$ cat src/hdl/gmb_pkg.sv
// Package for the lat/lon grid running-mean binner.
// Holds grid geometry, field widths, request/cell types and state codes.
// No dependencies.
package gmb_pkg;

    localparam int LAT_CELLS  = 180;
    localparam int LON_CELLS  = 360;
    localparam int COUNT_BITS = 16;

    localparam int CELLS      = LAT_CELLS * LON_CELLS;
    localparam int CELL_BITS  = $clog2(CELLS);
    localparam int ROW_BITS   = $clog2(LAT_CELLS);
    localparam int COL_BITS   = $clog2(LON_CELLS);
    localparam int IDX_W      = 12;

    localparam int VAL_BITS   = 20;
    localparam int MEAN_BITS  = 20;
    localparam int OCNT_BITS  = 16;
    localparam int SUM_BITS   = VAL_BITS + COUNT_BITS;
    localparam int STEP_BITS  = $clog2(MEAN_BITS);

    localparam int N_LANES    = 3;
    localparam logic [1:0] LANE_SW   = 2'd0;
    localparam logic [1:0] LANE_LW   = 2'd1;
    localparam logic [1:0] LANE_ALB  = 2'd2;
    localparam logic [1:0] LANE_LAST = LANE_ALB;

    localparam int Q_DEPTH    = 4;
    localparam int Q_PTR_BITS = $clog2(Q_DEPTH);
    localparam int Q_CNT_BITS = $clog2(Q_DEPTH + 1);

    localparam int HALF_TURN    = 46080;
    localparam int QUARTER_TURN = 23040;
    localparam int LAT_W        = 18;
    localparam int DEG_SHIFT    = 8;

    localparam int CFG_IDX_BITS  = 2;
    localparam int CFG_DATA_BITS = 20;

    localparam logic [19:0] FLUX_LIMIT_RST   = 20'd160000;
    localparam logic [19:0] ALBEDO_LIMIT_RST = 20'd65536;
    localparam logic [15:0] MIN_LAT_RST      = 16'hA600;

    typedef enum logic [CFG_IDX_BITS-1:0] {
        CFG_FLUX_LIMIT   = 2'd0,
        CFG_ALBEDO_LIMIT = 2'd1,
        CFG_MIN_LATITUDE = 2'd2
    } t_cfg_idx;

    typedef enum logic {
        CMD_ACCUM = 1'b0,
        CMD_READ  = 1'b1
    } t_cmd;

    typedef enum logic [2:0] {
        ST_CLEAR,
        ST_IDLE,
        ST_LOAD,
        ST_DIV,
        ST_OUT
    } t_bstate;

    typedef struct packed {
        t_cmd                             cmd;
        logic [CELL_BITS-1:0]             addr;
        logic [N_LANES-1:0]               ok;
        logic [N_LANES-1:0][VAL_BITS-1:0] val;
    } t_op;

    typedef struct packed {
        logic [N_LANES-1:0][SUM_BITS-1:0]   sum;
        logic [N_LANES-1:0][COUNT_BITS-1:0] tally;
    } t_cell;

endpackage

$ cat src/hdl/gmb_fifo.sv
// Short request queue between the front end and the cell update engine.
// Depends on gmb_pkg.
module gmb_fifo (
    input  logic            i_clk,
    input  logic            i_rst_n,
    input  logic            i_push,
    input  gmb_pkg::t_op    i_data,
    output logic            o_full,
    output logic            o_valid,
    output gmb_pkg::t_op    o_data,
    input  logic            i_pop
);
    import gmb_pkg::*;

    t_op                   r_q [Q_DEPTH];
    logic [Q_PTR_BITS-1:0] r_wr;
    logic [Q_PTR_BITS-1:0] r_rd;
    logic [Q_CNT_BITS-1:0] r_cnt;
    logic                  push;
    logic                  pop;

    assign o_full  = r_cnt == Q_CNT_BITS'(Q_DEPTH);
    assign o_valid = r_cnt != '0;
    assign o_data  = r_q[r_rd];
    assign push    = i_push && !o_full;
    assign pop     = i_pop && o_valid;

    always_ff @(posedge i_clk) begin
        if (!i_rst_n) begin
            r_wr  <= '0;
            r_rd  <= '0;
            r_cnt <= '0;
        end else begin
            if (push) begin
                r_wr <= r_wr + 1'b1;
            end
            if (pop) begin
                r_rd <= r_rd + 1'b1;
            end
            r_cnt <= r_cnt + Q_CNT_BITS'(push) - Q_CNT_BITS'(pop);
        end
    end

    always_ff @(posedge i_clk) begin
        if (push) begin
            r_q[r_wr] <= i_data;
        end
    end

endmodule

$ cat config.mk
export PLATFORM = sky130hd
export DESIGN_NAME = gmb_fifo
export DESIGN_NICKNAME = d
export VERILOG_FILES = /design/src/hdl/gmb_pkg.sv /design/src/hdl/gmb_fifo.sv
export SDC_FILE = /design/constraint.sdc
export NUM_CORES = 1
export LEC_CHECK = 0
export BUFFER_PORTS_ARGS = -buffer_cell sky130_fd_sc_hd__buf_2
export CAP_MARGIN = 25
export CORE_MARGIN = 2
export CORE_UTILIZATION = 45
export CTS_BUF_LIST = sky130_fd_sc_hd__clkbuf_4
export DETAILED_ROUTE_END_ITERATION = 8
export PLACE_DENSITY_LB_ADDON = 0.25
export SLEW_MARGIN = 10
export SYNTH_ARGS = -nofsm -noshare
export SYNTH_HDL_FRONTEND = slang
export SYNTH_SLANG_ARGS = --single-unit
$ cat constraint.sdc
create_clock -name i_clk -period 3.62 [get_ports i_clk]
set_clock_uncertainty 0.15 [all_clocks]
set_input_delay 0.543 -clock i_clk [delete_from_list [all_inputs] [get_ports i_clk]]
set_output_delay 0.543 -clock i_clk [all_outputs]
set_load 0.01 [all_outputs]
==> flow_summary_export.csv, run 1 <==
group,metric,value,unit
timing,fmax,319,MHz
clock_tree,htree_levels,3,
finish,finalNonFillerCells,1186,
power_and_ir_drop,p_per_area,654,mW/mm^2
finish,fillerInstances,2016,
global_routing,grt_pass1_vias,6741,
yosys,synth_warnings,0,
worst_setup_path,crit_arrival,2.45,ns
power_and_ir_drop,switching_share,0.268,
placement,pre_cts_slack,0.762,ns
die,die_h,168,um
global_routing,grt_pass1_wl,35700,um
detailed_routing,drt-vias-per-instance,4.99,
clock_tree,clock_latency,0.65,ns
yosys,ys.flop_type,"edfxtp_1",
placement,port_buffers,165,
power_and_ir_drop,pwr-share-clk,0.294,
clock_tree,clock_sinks,329,
power_and_ir_drop,leakage,5.23,nW
placement,dpl_cell_area,0.0133,mm^2
timing,fin_setup_tns,0,ns
yosys,synth_edf_count,320,
clock_tree,cts_buffers,84,
die,initial_core_util,0.454,
outcome,status,"finished clean",
detailed_routing,firstDrtPassIters,4,
clock_tree,ctsHoldBuffers,81,
placement,dpl.hpwl,13000,um
detailed_routing,ant_nets,0,
power_and_ir_drop,peakVddDrop,391,uV
clock_tree,cts_setup_buffers,0,
flow_run,cap_violations,0,
yosys,syn_nets,557,
power_and_ir_drop,p_seq_frac,0.488,
detailed_routing,wl,22800,um
detailed_routing,wl_per_cell,19.2,um
finish,syn_to_final_growth,24.9,%
placement,dp.cells,962,
finish,design_area,0.0151,mm^2
global_routing,grt_start_max_net_pins,52,
die,num_rows,60,
yosys,synthTopCellsByArea,"edfxtp_1 79%, mux4_2 15%, dfxtp_1 1.5%",
yosys,synthCells,466,
power_and_ir_drop,power.internal,7.23,mW
yosys,ys_seq_elements,329,
yosys,yosysUniqueCellTypes,20,
finish,nets,879,
clock_tree,cts_resized,0,
detailed_routing,drc,0,
hold_path,hold_path_class,"primary input to register",
timing,maxSlewViolCount,0,
clock_tree,root_buffer,"clkbuf_4",
die,core_region_area,0.0267,mm^2
worst_setup_path,end_kind,"output port",
detailed_routing,initialDrtViolationCount,330,
die,die_area,0.0282,mm^2
detailed_routing,num_vias,5915,
die,boundaryPins,166,
yosys,yosys.area.top_type,"edfxtp_1",
timing,fin_crit,3.14,ns
global_routing,grt_antenna_before_repair,2,
timing,setup_viol,0,
timing,holdWs,0.221,ns
worst_setup_path,cp_max_fo,32,
power_and_ir_drop,p_comb_frac,0.219,
global_routing,overflow,0,
timing,hold_violations,0,
clock_tree,cts_tree,"built",
global_routing,grt_util_all_layers,0.167,
die,fp.dieW,168,um
yosys,syn_area_per_cell,26.0,um^2
clock_tree,cts.reportedPaths.clkPinSlew,0.06,ns
yosys,yosys.area.top_type_share,0.794,
timing,worstMarginPinSlew,0.657,ns
power_and_ir_drop,power_switching,2.65,mW
timing,timing.slew.headroom,0.562,
yosys,yosysSeqAreaShare,0.809,
timing,rsz0062_at_grt,"false",
worst_setup_path,cp.required,2.93,ns
worst_setup_path,critPathKind,"register to output port",
timing,finalCritPeriodShare,0.867,
yosys,post-synth-top-count-cell,"edfxtp_1",
timing,worst_slack,0.481,ns
yosys,async_flop_share,0,
worst_setup_path,start_kind,"register",
placement,finalWeightedCongestion,0.742,
clock_tree,cts_buffer_depth,3,
yosys,syn_area,0.0121,mm^2
yosys,synth_common_cells,"320 x edfxtp_1, 80 x mux4_2, 9 x buf_2, 9 x dfxtp_1, 8 x buf_12",
finish,drive_above_1_share,0.464,
[power by group through the flow]
| stage | logic [mW] | clock network (mW) | registers [mW] |
|---|---|---|---|
| 2_1_floorplan | 1.55 | 0 | 4.79 |
| 3_3_place_gp | 2.10 | 0 | 4.88 |
| 3_5_place_dp | 2.14 | 0 | 4.92 |
| 4_1_cts | 2.22 | 3.01 | 4.84 |
| 5_1_grt | 2.34 | 3.20 | 4.87 |
| 6_report | 2.16 | 2.91 | 4.82 |
[layout make-up]
type	count	area [um^2]	share of cell area
multi-input combinational	112	2080	0.138
timing repair buffer	256	1790	0.118
tap	341	427	0.0282
clock buffer	120	901	0.0596
inverter	5	18.8	0.00124
sequential	329	9800	0.648
antenna	2	5.00	0.000331
clock inverter	21	96.3	0.00637
[flip-flops by register name (all words and copies together) (netlist names), named ones only]
signal / cells
r_q: 320
r_wr: 2
r_cnt: 3
r_rd: 2
[routing by layer]
metal,up-vias,GRT usage,wire length (um),part of all wire
li1,2687,-,-,-
met4,0,0.0696,420,0.018
met5,-,0,0,0
met1,2994,0.202,9510,0.42
met2,195,0.282,11500,0.50
met3,39,0.0487,1440,0.063
[cells by family (layout without fill, tap and decap cells)]
group / after synthesis / in the layout / synth area share
mux: 82 / 82 / 0.151
buf+inv: 25 / 402 / 0.0201
fa+ha+maj: 7 / 7 / 0.00786
flops: 329 / 329 / 0.809
xor+xnor: 4 / 4 / 0.00289
compound gates: 2 / 2 / 0.00145
simple gates: 17 / 17 / 0.00848
other cells: 0 / 2 / 0
[layout by cell type (no fill, tap or decap)]
| cell | synthesis | final |
|---|---|---|
| and2_1 | 7 | 3 |
| and2_4 | 0 | 4 |
| buf_12 | 8 | 6 |
| buf_2 | 9 | 165 |
| buf_4 | 0 | 4 |
| clkbuf_4 | 0 | 120 |
| clkinv_1 | 0 | 12 |
| clkinv_2 | 0 | 3 |
| clkinv_4 | 0 | 2 |
| clkinvlp_4 | 0 | 1 |
| dfxtp_1 | 9 | 7 |
| dfxtp_4 | 0 | 2 |
| diode_2 | 0 | 2 |
| dlygate4sd3_1 | 0 | 81 |
| edfxtp_1 | 320 | 320 |
| fa_1 | 1 | 1 |
| ha_1 | 6 | 6 |
| inv_1 | 5 | 5 |
| inv_2 | 0 | 3 |
| mux2i_1 | 2 | 2 |
| mux4_2 | 80 | 80 |
| nand2_1 | 4 | 4 |
| nor2b_1 | 4 | 4 |
| nor3b_2 | 1 | 1 |
| o311ai_1 | 1 | 1 |
| o31a_1 | 1 | 1 |
| or3_1 | 1 | 1 |
| xnor2_1 | 4 | 4 |
[stage by stage]
| step | total power [mW] | utilization |
|---|---|---|
| 5_1_grt | 10.4 | 0.567 |
| 3_3_place_gp | 6.98 | 0.499 |
| 2_1_floorplan | 6.34 | - |
| 6_report | 9.88 | 0.567 |
| 3_5_place_dp | 7.05 | 0.499 |
| 4_1_cts | 10.1 | 0.567 |
[critical path, cell delays in order (launching register included)]
cell and delay [ns]:
dfxtp_4 0.72, buf_12 0.35, mux4_2 0.57, buf_2 0.16
[path summary, 6_finish.rpt]
check	end	slack [ns]	start	depth (start not counted)
max	o_data[58]	0.48	register	3
min	register	0.22	i_pop	4
max reg2reg	r_cnt[2]$_SDFF_PN0_	0.80	r_cnt[1]$_SDFF_PN0_	11
min reg2reg	r_wr[1]$_SDFFE_PN0P_	0.36	r_wr[1]$_SDFFE_PN0P_	2
Power figures use the tool's default switching activity.
==> run 2, diff against run 1 <==
--- a/config.mk
+++ b/config.mk
@@ -5,6 +5,7 @@
 export SDC_FILE = /design/constraint.sdc
 export NUM_CORES = 1
 export LEC_CHECK = 0
+export ABC_AREA = 1
 export BUFFER_PORTS_ARGS = -buffer_cell sky130_fd_sc_hd__buf_2
 export CAP_MARGIN = 25
 export CORE_MARGIN = 2
==> run 2 against run 1 <==
Effect of this change:
- critical path depth rose by 1
- clock-buffer cell count grew 7
- die area grew 1.6%
- power up 2.8%
- area after synthesis up 1.6%
- clock power rose by 7.6%
- final cell count increased by 30%
- routed wire length rose by 16%
- sequential share of layout area is 1.1 points lower
- critical path type unchanged
==> flow_summary_export.csv, run 2 <==
group,metric,value,unit
timing,setup_viol,0,
timing,fin_crit,3.08,ns
yosys,yosys.area.top_type,"edfxtp_1",
yosys,yosysUniqueCellTypes,19,
power_and_ir_drop,peakVddDrop,399,uV
die,fp.dieW,169,um
power_and_ir_drop,p_per_area,661,mW/mm^2
finish,final_common_cell,"edfxtp_1",
clock_tree,cts.reportedPaths.clkPinSlew,0.06,ns
worst_setup_path,critPathKind,"register to output port",
detailed_routing,initialDrtViolationCount,423,
detailed_routing,wl_per_cell,17.2,um
finish,largest_register,"r_q",
clock_tree,htree_levels,3,
yosys,post-synth-top-count-cell,"edfxtp_1",
timing,worstMarginPinSlew,0.898,ns
die,boundaryPins,166,
timing,maxSlewViolCount,0,
timing,finalCritPeriodShare,0.850,
placement,finalWeightedCongestion,0.682,
yosys,yosys.area.top_type_share,0.781,
clock_tree,cts_resized,0,
flow_run,cap_violations,0,
yosys,syn_area_per_cell,14.6,um^2
detailed_routing,ant_nets,0,
timing,holdWs,0.355,ns
finish,top_regs,"r_q x320, r_cnt x3",
worst_setup_path,end_kind,"output port",
global_routing,overflow,0,
yosys,async_flop_share,0,
worst_setup_path,critical_path.endpoint,"o_data[28]",
finish,syn_to_final_growth,24.9,%
finish,nets,1227,
placement,dpl.hpwl,13500,um
power_and_ir_drop,leakage,5.55,nW
placement,port_buffers,165,
yosys,syn_area,0.0123,mm^2
timing,timing.slew.headroom,0.401,
yosys,ys.flop_type,"edfxtp_1",
clock_tree,cts_buffers,85,
die,die_h,169,um
yosys,syn_nets,931,
yosys,synth_edf_count,320,
die,core_region_area,0.0269,mm^2
worst_setup_path,cp.required,2.93,ns
detailed_routing,num_vias,7926,
worst_setup_path,r2r_slack,1.14,ns
clock_tree,cts_buffer_depth,3,
clock_tree,cts_tree,"built",
timing,worst_slack,0.544,ns
placement,dp.cells,1307,
detailed_routing,drt-vias-per-instance,5.16,
yosys,ys_seq_elements,329,
yosys,synthCells,840,
timing,hold_violations,0,
global_routing,grt_start_max_net_pins,161,
worst_setup_path,crit_arrival,2.38,ns
worst_setup_path,start_kind,"register",
yosys,synth_common_cells,"320 x edfxtp_1, 172 x nor2_1, 151 x o21ai_0",
finish,fillerInstances,2185,
yosys,yosysSeqAreaShare,0.796,
detailed_routing,firstDrtPassIters,5,
global_routing,grt_antenna_before_repair,4,
die,num_rows,60,
global_routing,grt_pass1_wl,40800,um
placement,pre_cts_slack,1.13,ns
die,initial_core_util,0.458,
clock_tree,ctsHoldBuffers,83,
global_routing,grt_util_all_layers,0.184,
finish,largest_reg_flops,320,
clock_tree,root_buffer,"clkbuf_4",
yosys,synth_warnings,0,
worst_setup_path,rr_startpoint,"r_cnt[1]$_SDFF_PN0_",
finish,drive_above_1_share,0.268,
timing,fmax,325,MHz
timing,rsz0062_at_grt,"false",
finish,mostFrequentLayoutCells,"320 x edfxtp_1, 168 x nor2_1, 165 x buf_2",
detailed_routing,wl,26500,um
hold_path,hold_path_class,"register to register",
outcome,status,"finished clean",
clock_tree,cts_setup_buffers,0,
worst_setup_path,cp_max_fo,80,
worst_setup_path,reg2reg_depth,10,
detailed_routing,drc,0,
global_routing,grt_pass1_vias,8002,
clock_tree,clock_latency,0.66,ns
worst_setup_path,r2r_end,"r_cnt[2]$_SDFF_PN0_",
clock_tree,clock_sinks,329,
yosys,synthTopCellsByArea,"edfxtp_1 78%, o21ai_0 6.1%, nor2_1 5.2%",
die,die_area,0.0287,mm^2
finish,finalNonFillerCells,1537,
[run 2: cell count changes after synthesis, moves of 8 or more]
| cell | previous run | this run |
|---|---|---|
| nand2_1 | 4 | 13 |
| inv_1 | 5 | 16 |
| o22ai_1 | 0 | 80 |
| o21ai_1 | 0 | 10 |
| o21ai_0 | 0 | 151 |
| nor2_1 | 0 | 172 |
| clkbuf_1 | 1 | 38 |
| mux4_2 | 80 | 0 |
| buf_6 | 1 | 11 |
| buf_2 | 9 | 1 |
[run 2: through the flow]
stage               TNS, ns  total power, mW  area (um^2)  utilization
floorplan           -357.82             6.23        12300            -
global placement          0             7.05        13500        0.501
detailed placement        0             7.08        13500        0.501
CTS                       0             10.3        15400        0.572
global route              0             10.8        15400        0.572
finish                    0             10.2        15400        0.572
[run 2: cells by family after synthesis]
kind of cell | count (synthesis) | synth area share
compound gates | 247 | 0.109
fa+ha+maj | 7 | 0.00773
buf+inv | 69 | 0.0299
flops | 329 | 0.796
simple gates | 188 | 0.0577
[run 2: area by class of cell]
cell class	instances	area [um^2]	area share
antenna	4	10.0	0.000651
clock buffer	127	953	0.0620
clock inverter	16	124	0.00806
inverter	17	68.8	0.00448
multi-input combinational	442	2180	0.142
sequential	329	9790	0.637
tap	341	427	0.0278
timing repair buffer	261	1820	0.118
[run 2: worst min-delay path by stage]
stage                     cells past startpoint                  from  slack, ns                   end
after floorplan                               2  r_rd[0]$_SDFFE_PN0P_       0.30              register
after global placement                        2  r_rd[0]$_SDFFE_PN0P_       0.31  r_rd[0]$_SDFFE_PN0P_
after detailed placement                      2  r_rd[0]$_SDFFE_PN0P_       0.34  r_rd[0]$_SDFFE_PN0P_
after CTS                                     2  r_rd[0]$_SDFFE_PN0P_       0.36  r_rd[0]$_SDFFE_PN0P_
after global routing                          2  r_rd[0]$_SDFFE_PN0P_       0.40  r_rd[0]$_SDFFE_PN0P_
final                                         2  r_rd[0]$_SDFFE_PN0P_       0.36  r_rd[0]$_SDFFE_PN0P_
[run 2: power breakdown]
part / leakage (nW) / switching (mW) / total [mW] / internal [mW]
logic: 1.91 / 1.52 / 2.30 / 0.772
clock network: 0.633 / 1.39 / 3.13 / 1.73
registers: 3.01 / 0.0961 / 4.73 / 4.64
total: 5.55 / 3.02 / 10.2 / 7.14
[run 2: layer usage]
metal	wire (um)	up-vias	global-route usage
li1	-	3804	-
met1	11300	3865	0.226
met2	13100	217	0.310
met3	1610	40	0.0553
met4	437	0	0.0654
met5	0	-	0
[run 2: critical path, stage by stage, from the launching register on]
cell     delay [ns]
dfxtp_2        0.33
buf_4          0.70
o21ai_0        0.20
o22ai_1        0.28
buf_2          0.18
==> run 3, diff against run 2 <==
==> constraint.sdc (replaced) <==
create_clock -name i_clk -period 3.1 [get_ports i_clk]
set_clock_uncertainty 0.15 [all_clocks]
set_input_delay 0.465 -clock i_clk [delete_from_list [all_inputs] [get_ports i_clk]]
set_output_delay 0.465 -clock i_clk [all_outputs]
set_load 0.01 [all_outputs]
==> run 3 against run 2 <==
Effect of this change:
- combinational power grew 17%
- clock-buffer cell count shrank 20
- critical path depth is the same
- power grew 13%
- critical endpoint is now o_data[79]
- highest routed layer unchanged
==> flow_summary_export.csv, run 3 (synthesis gave the netlist of run 2 again) <==
group,metric,value,unit
outcome,status,"finished clean",
die,fp.dieW,169,um
timing,finalCritPeriodShare,0.941,
worst_setup_path,reg2reg_depth,10,
hold_path,hold_path_class,"register to register",
placement,dpl_cell_area,0.0135,mm^2
worst_setup_path,cp_num_buf_inv,2,
power_and_ir_drop,leakage,5.52,nW
finish,nets,1230,
finish,largest_reg_flops,320,
timing,timing.slew.headroom,0.641,
finish,largest_register,"r_q",
finish,mostFrequentLayoutCells,"320 x edfxtp_1, 168 x nor2_1, 165 x buf_2",
global_routing,grt_util_all_layers,0.178,
worst_setup_path,critPathSlowestCell,"dfxtp_4",
timing,worstMarginPinSlew,0.538,ns
timing,hold_violations,0,
detailed_routing,ant_nets,0,
die,boundaryPins,166,
detailed_routing,num_vias,7857,
worst_setup_path,start_kind,"register",
clock_tree,cts.reportedPaths.clkPinSlew,0.06,ns
power_and_ir_drop,p_per_area,751,mW/mm^2
finish,fillerInstances,2252,
finish,design_area,0.0153,mm^2
worst_setup_path,cp.depth,4,
finish,final_common_cell,"edfxtp_1",
placement,dpl.hpwl,13700,um
detailed_routing,drt-vias-per-instance,5.13,
timing,rsz0062_at_grt,"false",
finish,drive_above_1_share,0.258,
worst_setup_path,r2r_end,"r_cnt[2]$_SDFF_PN0_",
worst_setup_path,rr_startpoint,"r_cnt[1]$_SDFF_PN0_",
detailed_routing,firstDrtPassIters,5,
clock_tree,htree_levels,3,
detailed_routing,wl_per_cell,16.6,um
worst_setup_path,end_kind,"output port",
worst_setup_path,cp_slowest_stage_delay,0.61,ns
timing,fin_crit,2.92,ns
die,initial_core_util,0.458,
die,core_region_area,0.0269,mm^2
flow_run,cap_violations,0,
global_routing,grt_antenna_before_repair,1,
placement,port_buffers,165,
worst_setup_path,cp.required,2.48,ns
hold_path,holdCritStartpoint,"r_rd[0]$_SDFFE_PN0P_",
timing,maxSlewViolCount,0,
global_routing,overflow,0,
worst_setup_path,r2r_slack,0.63,ns
die,die_area,0.0287,mm^2
die,num_rows,60,
power_and_ir_drop,peakVddDrop,481,uV
finish,syn_to_final_growth,24.6,%
timing,fmax,343,MHz
placement,finalWeightedCongestion,0.730,
clock_tree,clock_sinks,329,
clock_tree,cts_buffers,82,
clock_tree,cts_buffer_depth,3,
worst_setup_path,cp_max_fo,90,
detailed_routing,drc,0,
hold_path,hold_depth,2,
global_routing,grt_pass1_wl,40100,um
die,die_h,169,um
worst_setup_path,crit_chain,"buf_12 > o21ai_0 > o22ai_1 > buf_2",
worst_setup_path,critPathKind,"register to output port",
global_routing,grt_pass1_vias,7977,
clock_tree,root_buffer,"clkbuf_4",
detailed_routing,wl,25400,um
detailed_routing,initialDrtViolationCount,527,
worst_setup_path,crit_arrival,2.30,ns
worst_setup_path,critPathTopFamily,"flip-flops",
hold_path,holdPathEnd,"r_rd[0]$_SDFFE_PN0P_",
global_routing,grt_start_max_net_pins,91,
clock_tree,cts_setup_buffers,0,
finish,finalNonFillerCells,1532,
clock_tree,clock_latency,0.64,ns
clock_tree,cts_tree,"built",
timing,setup_viol,0,
finish,top_regs,"r_q x320, r_cnt x3",
placement,dp.cells,1313,
==> run 3: worst max-delay path by stage <==
| stage | startpoint | end | slack [ns] |
|---|---|---|---|
| detailed placement | r_cnt[1]$_SDFF_PN0_ | r_cnt[2]$_SDFF_PN0_ | 0.62 |
| finish | register | o_data[79] | 0.18 |
| CTS | register | o_data[6] | 0.008 |
| global route | register | o_data[6] | 0.006 |
| global placement | r_cnt[1]$_SDFF_PN0_ | r_cnt[2]$_SDFF_PN0_ | 0.70 |
| floorplan | r_cnt[1]$_SDFF_PN0_ | r_q[0][0]$_DFFE_PP_ | -0.34 |
==> run 3: final cells by class <==
cell class              instances  area, um^2  area share
repair buffers                267        1910       0.125
multi-input cells             442        2180       0.142
clock buffers                 107         803      0.0524
diodes                          3        7.51    0.000490
well taps                     341         427      0.0278
inverters                      17        71.3     0.00465
clock inverters                26         141     0.00922
flip-flops and latches        329        9790       0.639
==> run 3: report_power, final <==
part	switching (mW)	total, mW	leakage [nW]	internal, mW
logic	1.74	2.69	1.96	0.953
clock network	1.57	3.25	0.549	1.68
registers	0.153	5.57	3.01	5.41
==> run 3: per-stage QoR <==
stage / TNS (ns) / power [mW] / setup WS [ns] / util / hold WS [ns]
floorplan: -108.64 / 7.25 / -0.339 / - / 0.298
global placement: 0 / 8.26 / 0.702 / 0.504 / 0.315
detailed placement: 0 / 8.30 / 0.623 / 0.504 / 0.335
CTS: 0 / 11.7 / 0.00753 / 0.570 / 0.309
global route: 0 / 12.2 / 0.00649 / 0.570 / 0.328
finish: 0 / 11.5 / 0.183 / 0.570 / 0.353
==> run 3: worst register-to-register path, delay by kind of cell, from the launching register on <==
family,cells,cell delay (ns)
buf+inv,2,0.12
simple gates,4,0.74
flops,1,0.35
fa+ha+maj,3,0.82
compound gates,1,0.18
==> run 3: layer usage <==
layer  track usage  share of wire  up-vias
met5             0              0        -
met2         0.292           0.48      230
met4        0.0624          0.014        0
met1         0.226           0.43     3795
met3        0.0548          0.071       31
li1              -              -     3801
==> run 3: timing repair <==
| item | in CTS | in global routing |
|---|---|---|
| hold buffers | 83 | 0 |
| setup endpoints to repair | 0 | 28 |
| gates resized for setup | 0 | 1 |
| endpoints found under the hold margin | 329 | 0 |
